`config.mk`:
```
export PLATFORM = sky130hd
export DESIGN_NAME = modbus_rtu_response_checker_unit
export DESIGN_NICKNAME = d
export VERILOG_FILES = /design/src/sv/mrc_pkg.sv /design/src/sv/mrc_frame_track.sv /design/src/sv/modbus_rtu_response_checker_unit.sv
export SDC_FILE = /design/constraint.sdc
export NUM_CORES = 1
export LEC_CHECK = 0
export ABC_AREA = 0
export BUFFER_PORTS_ARGS = -buffer_cell sky130_fd_sc_hd__buf_2
export CAP_MARGIN = 0
export CORE_MARGIN = 2
export CORE_UTILIZATION = 65
export DETAILED_ROUTE_END_ITERATION = 7
export PLACE_DENSITY = 0.86
export SETUP_SLACK_MARGIN = 0.02
export SLEW_MARGIN = 40
export SYNTH_ARGS = -nofsm -noshare
export SYNTH_HDL_FRONTEND = slang
export SYNTH_HIERARCHICAL = 1
export SYNTH_SLANG_ARGS = --single-unit
```
`constraint.sdc`:
```
create_clock -name i_clk -period 20.1 [get_ports i_clk]
set_input_delay 1.005 -clock i_clk [delete_from_list [all_inputs] [get_ports i_clk]]
set_output_delay 1.005 -clock i_clk [all_outputs]
set_load 0.01 [all_outputs]
```
`src/sv/mrc_pkg.sv`:
```
`timescale 1ns / 1ps
// ----------------------------------------------------------------------------
// Modbus RTU response checker package
// Shared constants, status codes, the frame snapshot type and the byte-wise
// CRC-16/Modbus update used by the checker.
// ----------------------------------------------------------------------------
package mrc_pkg;

    // Result status codes.
    localparam logic [1:0] ST_OK        = 2'd0;
    localparam logic [1:0] ST_SHORT     = 2'd1;
    localparam logic [1:0] ST_CRC_ERR   = 2'd2;
    localparam logic [1:0] ST_COUNT_ERR = 2'd3;

    // CRC-16/Modbus constants.
    localparam logic [15:0] CRC_INIT = 16'hFFFF;
    localparam logic [15:0] CRC_POLY = 16'hA001;

    // Shortest valid response frame, in bytes.
    localparam int unsigned MIN_FRAME = 8;

    // Ten-thousandths scale applied to the integer word.
    localparam logic [13:0] SCALE = 14'd10000;

    // Frame state as it stands after the byte in stage one is taken in.
    typedef struct packed {
        logic [15:0]      crc;
        logic [7:0]       held_lo;
        logic [7:0]       held_hi;
        logic [7:0]       count;
        logic [3:0][7:0]  data;
        logic             short_frame;
    } t_frame_snap;

    // One byte through the reflected CRC-16/Modbus polynomial.
    function automatic logic [15:0] crc_update(input logic [15:0] crc_in,
                                               input logic [7:0]  data_in);
        logic [15:0] crc;
        crc = crc_in ^ {8'h00, data_in};
        for (int k = 0; k < 8; k++) begin
            if (crc[0]) begin
                crc = (crc >> 1) ^ CRC_POLY;
            end else begin
                crc = crc >> 1;
            end
        end
        return crc;
    endfunction

endpackage

```
`src/sv/mrc_frame_track.sv`:
```
`timescale 1ns / 1ps
// ----------------------------------------------------------------------------
// Modbus RTU frame tracker
// Holds the running CRC, the two-byte delay line, the saturating byte counter
// and the captured count and data bytes of the frame in progress.
// ----------------------------------------------------------------------------
module mrc_frame_track #(
    parameter int MAX_FRAME = 256
) (
    input  logic                 i_clk,
    input  logic                 i_rst_n,
    input  logic                 i_step,
    input  logic [7:0]           i_byte,
    input  logic                 i_last,
    output mrc_pkg::t_frame_snap o_snap
);

    localparam int IDX_W = $clog2(MAX_FRAME + 1);

    logic [15:0]      r_crc,     n_crc;
    logic [7:0]       r_held_lo, n_held_lo;
    logic [7:0]       r_held_hi, n_held_hi;
    logic [IDX_W-1:0] r_index,   n_index;
    logic [7:0]       r_count,   n_count;
    logic [3:0][7:0]  r_data,    n_data;
    logic [IDX_W-1:0] data_off;

    assign data_off = r_index - IDX_W'(3);

    // Next frame state for the byte in hand.
    always_comb begin
        n_crc     = r_crc;
        n_count   = r_count;
        n_data    = r_data;
        n_index   = r_index;
        // The byte leaving the full delay line enters the CRC.
        if (r_index >= IDX_W'(2)) begin
            n_crc = mrc_pkg::crc_update(r_crc, r_held_lo);
        end
        n_held_lo = r_held_hi;
        n_held_hi = i_byte;
        if (r_index == IDX_W'(2)) begin
            n_count = i_byte;
        end else if (r_index >= IDX_W'(3) && r_index <= IDX_W'(6)) begin
            n_data[data_off[1:0]] = i_byte;
        end
        if (r_index < IDX_W'(MAX_FRAME)) begin
            n_index = r_index + IDX_W'(1);
        end
    end

    // Snapshot handed to the result logic on the last byte.
    always_comb begin
        o_snap.crc         = n_crc;
        o_snap.held_lo     = n_held_lo;
        o_snap.held_hi     = n_held_hi;
        o_snap.count       = n_count;
        o_snap.data        = n_data;
        o_snap.short_frame = (n_index < IDX_W'(mrc_pkg::MIN_FRAME));
    end

    // Frame state clears on reset and after each last byte.
    always_ff @(posedge i_clk) begin
        if (!i_rst_n) begin
            r_crc     <= mrc_pkg::CRC_INIT;
            r_held_lo <= '0;
            r_held_hi <= '0;
            r_index   <= '0;
            r_count   <= '0;
            r_data    <= '0;
        end else if (i_step) begin
            if (i_last) begin
                r_crc     <= mrc_pkg::CRC_INIT;
                r_held_lo <= '0;
                r_held_hi <= '0;
                r_index   <= '0;
                r_count   <= '0;
                r_data    <= '0;
            end else begin
                r_crc     <= n_crc;
                r_held_lo <= n_held_lo;
                r_held_hi <= n_held_hi;
                r_index   <= n_index;
                r_count   <= n_count;
                r_data    <= n_data;
            end
        end
    end

endmodule

```
`src/sv/modbus_rtu_response_checker_unit.sv`:
```
`timescale 1ns / 1ps
// ----------------------------------------------------------------------------
// Modbus RTU response checker
// Checks one Modbus RTU response frame byte by byte and reports its status,
// data words, scaled value and computed CRC on the last byte.
// ----------------------------------------------------------------------------
// The block takes one frame byte per cycle with no gaps required, unless a
// last byte waits on a busy result register: each accepted byte is
// registered, then the tracker folds it into the CRC, so the sustained rate
// is one byte per clock, set by the byte-wide CRC update. The result beat for
// a frame is loaded into the result register when its last byte leaves the
// input register, which is later if an earlier result is still waiting, and
// stays until taken; while it waits, further bytes keep flowing until another
// last byte needs the output register. No clearing pass is needed after reset.
module modbus_rtu_response_checker_unit #(
    parameter int MAX_FRAME = 256
) (
    input  logic        i_clk,
    input  logic        i_rst_n,
    // Byte input channel.
    input  logic        i_in_valid,
    output logic        o_in_ready,
    input  logic [7:0]  i_rx_byte,
    input  logic        i_frame_end,
    // Result channel.
    output logic        o_out_valid,
    input  logic        i_out_ready,
    output logic [1:0]  o_status,
    output logic [15:0] o_integer_word,
    output logic [15:0] o_fraction_word,
    output logic [29:0] o_scaled_value,
    output logic [15:0] o_computed_crc,
    // Configuration write channel.
    input  logic        i_cfg_valid,
    output logic        o_cfg_ready,
    input  logic [7:0]  i_cfg_expected_count
);

    logic                 r_s1_valid;
    logic [7:0]           r_s1_byte;
    logic                 r_s1_last;
    logic                 s1_fire;
    logic                 out_free;
    logic [7:0]           r_expected_count;
    mrc_pkg::t_frame_snap snap;
    logic [1:0]           n_status;
    logic [15:0]          n_iw;
    logic [15:0]          n_fw;
    logic [29:0]          n_scaled;

    logic                 r_out_valid;
    logic [1:0]           r_status;
    logic [15:0]          r_integer_word;
    logic [15:0]          r_fraction_word;
    logic [29:0]          r_scaled_value;
    logic [15:0]          r_computed_crc;

    // Stage one advances unless a last byte finds the output register busy.
    assign out_free   = !r_out_valid || i_out_ready;
    assign s1_fire    = r_s1_valid && (!r_s1_last || out_free);
    assign o_in_ready = !r_s1_valid || s1_fire;

    // Input register.
    always_ff @(posedge i_clk) begin
        if (!i_rst_n) begin
            r_s1_valid <= 1'b0;
        end else if (o_in_ready) begin
            r_s1_valid <= i_in_valid;
        end
    end

    always_ff @(posedge i_clk) begin
        if (o_in_ready && i_in_valid) begin
            r_s1_byte <= i_rx_byte;
            r_s1_last <= i_frame_end;
        end
    end

    // Configuration register, always ready.
    assign o_cfg_ready = 1'b1;

    always_ff @(posedge i_clk) begin
        if (!i_rst_n) begin
            r_expected_count <= 8'd4;
        end else if (i_cfg_valid) begin
            r_expected_count <= i_cfg_expected_count;
        end
    end

    mrc_frame_track #(
        .MAX_FRAME (MAX_FRAME)
    ) u_track (
        .i_clk   (i_clk),
        .i_rst_n (i_rst_n),
        .i_step  (s1_fire),
        .i_byte  (r_s1_byte),
        .i_last  (r_s1_last),
        .o_snap  (snap)
    );

    // Status with short frame over CRC mismatch over wrong byte count.
    always_comb begin
        priority if (snap.short_frame) begin
            n_status = mrc_pkg::ST_SHORT;
        end else if (snap.held_lo != snap.crc[7:0] || snap.held_hi != snap.crc[15:8]) begin
            n_status = mrc_pkg::ST_CRC_ERR;
        end else if (snap.count != r_expected_count) begin
            n_status = mrc_pkg::ST_COUNT_ERR;
        end else begin
            n_status = mrc_pkg::ST_OK;
        end
    end

    // Data words and their value in ten-thousandths.
    assign n_iw     = {snap.data[0], snap.data[1]};
    assign n_fw     = {snap.data[2], snap.data[3]};
    assign n_scaled = ({14'd0, n_iw} * {16'd0, mrc_pkg::SCALE}) + {14'd0, n_fw};

    // Result register.
    always_ff @(posedge i_clk) begin
        if (!i_rst_n) begin
            r_out_valid <= 1'b0;
        end else if (s1_fire && r_s1_last) begin
            r_out_valid <= 1'b1;
        end else if (i_out_ready) begin
            r_out_valid <= 1'b0;
        end
    end

    always_ff @(posedge i_clk) begin
        if (s1_fire && r_s1_last) begin
            r_status        <= n_status;
            r_integer_word  <= n_iw;
            r_fraction_word <= n_fw;
            r_scaled_value  <= n_scaled;
            r_computed_crc  <= snap.crc;
        end
    end

    assign o_out_valid     = r_out_valid;
    assign o_status        = r_status;
    assign o_integer_word  = r_integer_word;
    assign o_fraction_word = r_fraction_word;
    assign o_scaled_value  = r_scaled_value;
    assign o_computed_crc  = r_computed_crc;

`ifndef SYNTHESIS
    // A result beat only starts after a last byte left stage one.
    a_result_from_last : assert property (@(posedge i_clk) disable iff (!i_rst_n)
        $rose(r_out_valid) |-> $past(r_s1_valid && r_s1_last))
        else $error("result beat without a last byte");

    // A last byte blocked by a waiting result stays in stage one.
    a_last_held : assert property (@(posedge i_clk) disable iff (!i_rst_n)
        (r_s1_valid && r_s1_last && r_out_valid && !i_out_ready)
        |=> (r_s1_valid && r_s1_last))
        else $error("last byte dropped while output stalled");

    // The scaled value matches the reported words.
    a_scaled_match : assert property (@(posedge i_clk) disable iff (!i_rst_n)
        r_out_valid |-> (r_scaled_value ==
            ({14'd0, r_integer_word} * 30'd10000) + {14'd0, r_fraction_word}))
        else $error("scaled value does not match data words");
`endif

endmodule

```
# Yosys cells after proc, flatten, opt, wreduce, memory -nomap -nowiden
# Cells that the tools add are included.
# word_totals
register_bits	180
in_bits	22
out_inout_bits	83
wordCells	89
# op_classes
addsub	3
mul	1
order_cmp	7
n_eq_ne	4
mux	33
n_bitwise	9
n_reduce_logical	13
# op_table
op	count
$mux W16	17
$mux W32	3
$mux W8	5
$bwmux W32	1
$add A30 B16 Y30	1
$mul A16 B10 Y26 const B	1
$ne A8 B8 Y1	3
$not A2 Y3	8
$ge A9 B2 Y1 const B	2
$mux W9	2
$demux W8 S2	1
$xor A16 B8 Y16	1
$add A9 B1 Y9 const B	1
$eq A9 B2 Y1 const B	1
$le A9 B3 Y1 const B	1
$lt A9 B4 Y1 const B	1
$lt A9 B9 Y1 const B	1
$logic_and A1 B1 Y1	5
$logic_or A1 B1 Y1	4
$mux W2	2
$logic_not A1 Y1	3
$lt A2 B3 Y1 const B	1
$ge A2 B1 Y1 const B	1
$mux W1	2
other kinds (2)	2

# Longest topological paths before layout
# depth
ltp_word	28
ltp_mapped	29
ltp_nobuf	26

# Cells and area by module
# The synthesis kept the hierarchy.
# by_module_without_submodules
mod	instances	cells_each	area_each_um2	seq_area_each_um2
modbus_rtu_response_checker_unit	1	627	7040.5	2752.6
mrc_frame_track	1	515	4320.4	1621.6

# Worst setup path after synthesis
# OpenSTA, ideal clock, no wires.
# synth_timing
path_type	flip-flop to flip-flop
startpoint	register u_track.r_index[3]
endpoint	register r_scaled_value[29], in the netlist o_scaled_value[29], data pin
setup_time_ps	268
arrival_time_ps	6785
required_time_ps	19832
path_slack_ps	13048
stages_incl_launch_ff	28
path_buffers	5
period_less_slack_ps	7052
path_cell_list	dfxtp_1 -> buf_6 -> or3_1 -> buf_2 -> nor4_4 -> and3_1 -> buf_4 -> buf_2 -> mux2_2 -> inv_1 -> fa_1 -> inv_1 -> ha_1 -> fa_1 -> ha_1 -> inv_1 -> fa_1 -> inv_1 -> ha_1 -> buf_4 -> a21oi_1 -> mux2i_1 -> o311ai_1 -> a2111o_1 -> nor3_4 -> nand3b_4 -> nor4_1 -> xnor3_1
# synth_lines
item	line_no	text
start, declared	mrc_frame_track.sv:23	logic [IDX_W-1:0] r_index, n_index;
start signal, assigned	mrc_frame_track.sv:83	r_index <= n_index;
end signal, assigned	modbus_rtu_response_checker_unit.sv:135	r_scaled_value <= n_scaled;
end, declared	modbus_rtu_response_checker_unit.sv:55	logic [29:0] r_scaled_value;

==> impl_metrics.toml <==
[outcome]
outcome = "complete, no violations"

[synth]
synth_warnings = 6
synth_edf_count = 85
synthesis.nets = 1288
netlist_area_um2 = 11400
synthesis.area_per_instance_um2 = 9.95
ys_ff_latch = 176
synthCells = 1142
synth_ff_type = "sky130_fd_sc_hd__dfxtp_1"
seq_area_frac_synth_pct = 38.5
async_reset_ff_share_pct = 0
synthDistinctLibCells = 77

[sta]
grt_setup_unrepaired = "no"
layout_min_cycle_time_ps = 7750
slew_headroom_pct = 42.9
final_number_of_max_transition_violations = 0
fin_skew_ps = 12.3
maxClockFrequency_mhz = 129
worst_slack_ps = 12350
setup-violations-final = 0
timing_hold_violations_final = 0
setup_tns_ps = 0
worst-slew-pin-transition_ps = 854
min_period_over_period_pct = 38.5

[placement]
dpl_worst_slack_ps = 12440
placedInstanceArea_um2 = 11900
io_buffers = 103
gp_congestion = 0.870
detailedPlacementHpwl_um = 18000

[cts]
post-cts-setup-buffer-count = 0
clockBufferDepth = 2
clock_latency_ps = 440
postCtsResizedCells = 0
cts.clk_slew.worst_paths_ps = 70
cts.hold.buffers_added = 0
cts_tree = "built"
cts_inserted_buffers = 17
numClockSinks = 176
root_buffer = "sky130_fd_sc_hd__clkbuf_16"
ctsHtreeMaxLevel = 4

[power]
peakVddDrop_uv = 68.1
leakage_nw = 5.39
power.density_nw_per_um2 = 59.5

[floorplanning]
floorplan.initialDensity_pct = 66.1
design.portCount = 105
die_y_um = 136
die_x_um = 136
floorplan.rows = 48
die_area_um2 = 18600
core_um2 = 17200

[hold_path]
hold_path_class = "reg -> reg"

[grt]
total_global_routing_overflow = 0
vias_in_the_first_global_route = 8228
number_of_antenna_violations_at_the_first_check_in_global_routing = 0
first_pass_grt_wire_length_um = 41200
grt_usage_pct = 28.4
grt_start_max_net_pins = 77

[route]
antenna_left = 0
detailedRoute.firstIterationViolations = 838
totalWireLength_um = 25300
viasPerCell = 6.02
routed_wire_length_per_instance_um = 17.5
dr.pass1.iters = 6
route.detailed.drc = 0
vias = 8697

[worst_setup_path]
kind_of_end_point_of_the_critical_path = "flop"
setup.worst_path.class = "reg -> reg"
critical_path_required_ps = 20290
crit_arrival_ps = 7940
timing.critical_path.from_type = "flop"
critical_path.max_fanout = 16

[cells_and_area]
final_layout_size_suffix_gt1_share_pct = 18.0
num_antenna_cells = 0
area.growth.synth_to_final_pct = 9.77
fin_area_um2 = 12500
finish.net_count = 1353

[run]
max-cap-violations = 0
synthesized netlist by cell type, types with 5 or more instances:
master | number | area [µm²]
sky130_fd_sc_hd__nor4_1 | 9 | 56.3
sky130_fd_sc_hd__xnor2_1 | 55 | 482
sky130_fd_sc_hd__buf_2 | 8 | 40.0
sky130_fd_sc_hd__nand3_1 | 14 | 70.1
sky130_fd_sc_hd__a21o_1 | 12 | 90.1
sky130_fd_sc_hd__or3_1 | 24 | 150
sky130_fd_sc_hd__o2111ai_1 | 6 | 52.6
sky130_fd_sc_hd__ha_1 | 88 | 1100
sky130_fd_sc_hd__nand2b_1 | 5 | 31.3
sky130_fd_sc_hd__nor2b_1 | 15 | 93.8
sky130_fd_sc_hd__xor2_1 | 18 | 158
sky130_fd_sc_hd__a31oi_1 | 9 | 56.3
sky130_fd_sc_hd__edfxtp_1 | 85 | 2550
sky130_fd_sc_hd__clkbuf_1 | 32 | 120
sky130_fd_sc_hd__o21a_1 | 10 | 75.1
sky130_fd_sc_hd__o21ai_0 | 51 | 255
sky130_fd_sc_hd__mux2i_1 | 9 | 90.1
sky130_fd_sc_hd__nor2_1 | 84 | 315
sky130_fd_sc_hd__and3_1 | 7 | 43.8
sky130_fd_sc_hd__mux2_2 | 52 | 586
sky130_fd_sc_hd__a32oi_1 | 8 | 70.1
sky130_fd_sc_hd__inv_1 | 120 | 450
sky130_fd_sc_hd__nor3_1 | 16 | 80.1
sky130_fd_sc_hd__a211oi_1 | 8 | 60.1
sky130_fd_sc_hd__dfxtp_1 | 91 | 1820
sky130_fd_sc_hd__nand4_1 | 8 | 50.1
sky130_fd_sc_hd__buf_4 | 17 | 128
sky130_fd_sc_hd__a21oi_1 | 85 | 425
sky130_fd_sc_hd__nand2_1 | 67 | 251
sky130_fd_sc_hd__fa_1 | 36 | 721
sky130_fd_sc_hd__o22ai_1 | 15 | 93.8
critical path, stage by stage (launching register included):
cell                       delay (ps)
sky130_fd_sc_hd__dfxtp_1          510
sky130_fd_sc_hd__ha_1             320
sky130_fd_sc_hd__a211oi_1         110
sky130_fd_sc_hd__nor4_4           500
sky130_fd_sc_hd__and3_1           630
sky130_fd_sc_hd__mux2_2           450
sky130_fd_sc_hd__inv_1            160
sky130_fd_sc_hd__fa_1             440
sky130_fd_sc_hd__inv_1             70
sky130_fd_sc_hd__ha_1             240
sky130_fd_sc_hd__fa_1             480
sky130_fd_sc_hd__ha_1             280
sky130_fd_sc_hd__inv_1             50
sky130_fd_sc_hd__fa_1             500
sky130_fd_sc_hd__inv_1             40
sky130_fd_sc_hd__ha_1             410
sky130_fd_sc_hd__a21oi_1          420
sky130_fd_sc_hd__mux2i_1          240
sky130_fd_sc_hd__o311ai_1         180
sky130_fd_sc_hd__a2111o_1         500
sky130_fd_sc_hd__nor3_4           250
sky130_fd_sc_hd__nand3b_4         160
sky130_fd_sc_hd__nor4_1           300
sky130_fd_sc_hd__xnor3_1          260
logic make-up (layout without fill, tap and decap cells):
logic type / count (synthesis) / in the layout / synth area share (%)
AO/OA/AOI/OAI: 242 / 242 / 13.6
XOR/XNOR: 77 / 77 / 6.43
adder cells (fa/ha/maj): 124 / 124 / 16.0
buffers and inverters: 184 / 262 / 6.99
flip-flops: 176 / 176 / 38.5
multiplexers: 61 / 61 / 5.95
other: 1 / 1 / 0.0330
AND/OR/NAND/NOR: 277 / 277 / 12.4
flip-flops by register name (all words and copies together) (netlist names):
| signal | flops |
|---|---|
| o_status | 2 |
| u_track/r_held_lo | 8 |
| o_computed_crc | 16 |
| u_track/r_index | 9 |
| r_expected_count | 8 |
| o_scaled_value | 26 |
| u_track/r_count | 8 |
| u_track/r_data | 32 |
| o_fraction_word | 16 |
| r_s1_last | 1 |
| u_track/r_crc | 16 |
| r_s1_valid | 1 |
| u_track/n_held_lo | 8 |
| o_integer_word | 16 |
| o_out_valid | 1 |
| r_s1_byte | 8 |
layout make-up:
type,instances,area [µm²]
Clock inverter,15,156
Timing Repair Buffer,110,572
Inverter,120,450
Clock buffer,17,425
Tap cell,225,282
Fill cell,1206,4710
Multi-Input combinational cell,782,6210
Sequential cell,176,4370
per-layer routing:
metal	vias up	share of wire [%]	routed length, µm	GRT usage [%]
met2	401	45	11500	44.1
met1	4108	44	11200	39.6
li1	4131	-	-	-
met4	0	2.8	714	11.4
met5	-	0	0	0
met3	57	7.5	1890	5.03
path summary, 6_finish.rpt:
| kind | startpoint | end | slack [ps] | depth (start not counted) |
|---|---|---|---|---|
| hold reg to reg | u_track/r_data[19]$_SDFFE_PN0P_ | u_track/r_data[19]$_SDFFE_PN0P_ | 470 | 2 |
| setup reg to reg | u_track/r_index[1]$_SDFFE_PN0P_ | o_scaled_value[29]$_DFFE_PP_ | 12350 | 23 |
| setup / recovery | u_track/r_index[1]$_SDFFE_PN0P_ | o_scaled_value[29]$_DFFE_PP_ | 12350 | 23 |
| hold / removal | u_track/r_data[19]$_SDFFE_PN0P_ | u_track/r_data[19]$_SDFFE_PN0P_ | 470 | 2 |
where the power goes:
group          total, mW  internal [mW]  switching [mW]  leakage (nW)
Clock              0.325          0.166           0.159         0.286
Sequential         0.385          0.379         0.00542          1.54
Combinational     0.0326         0.0103          0.0223          3.56
Total              0.742          0.556           0.187          5.39
placed cells by master, fill, tap and decap left out, types with 16 or more instances in the layout:
master	count
sky130_fd_sc_hd__inv_1	120
sky130_fd_sc_hd__buf_2	103
sky130_fd_sc_hd__dfxtp_1	91
sky130_fd_sc_hd__ha_1	88
sky130_fd_sc_hd__a21oi_1	85
sky130_fd_sc_hd__edfxtp_1	85
sky130_fd_sc_hd__nor2_1	83
sky130_fd_sc_hd__nand2_1	67
sky130_fd_sc_hd__xnor2_1	55
sky130_fd_sc_hd__mux2_2	52
sky130_fd_sc_hd__o21ai_0	51
sky130_fd_sc_hd__fa_1	36
sky130_fd_sc_hd__or3_1	23
sky130_fd_sc_hd__xor2_1	18
sky130_fd_sc_hd__clkbuf_16	17
sky130_fd_sc_hd__nor3_1	16
per-stage QoR:
| stage | utilization, % | instances | hold WS, ps | power (mW) |
|---|---|---|---|---|
| 2_1_floorplan | - | 1142 | 446 | 0.414 |
| 3_3_place_gp | 69.2 | 1413 | 455 | 0.423 |
| 3_5_place_dp | 69.2 | 1413 | 463 | 0.424 |
| 4_1_cts | 72.6 | 1445 | 474 | 0.744 |
| 5_1_grt | 72.6 | 1445 | 499 | 0.764 |
| 6_report | 72.6 | 1445 | 474 | 0.742 |
Note: power is estimated with default switching activity, not from simulation.
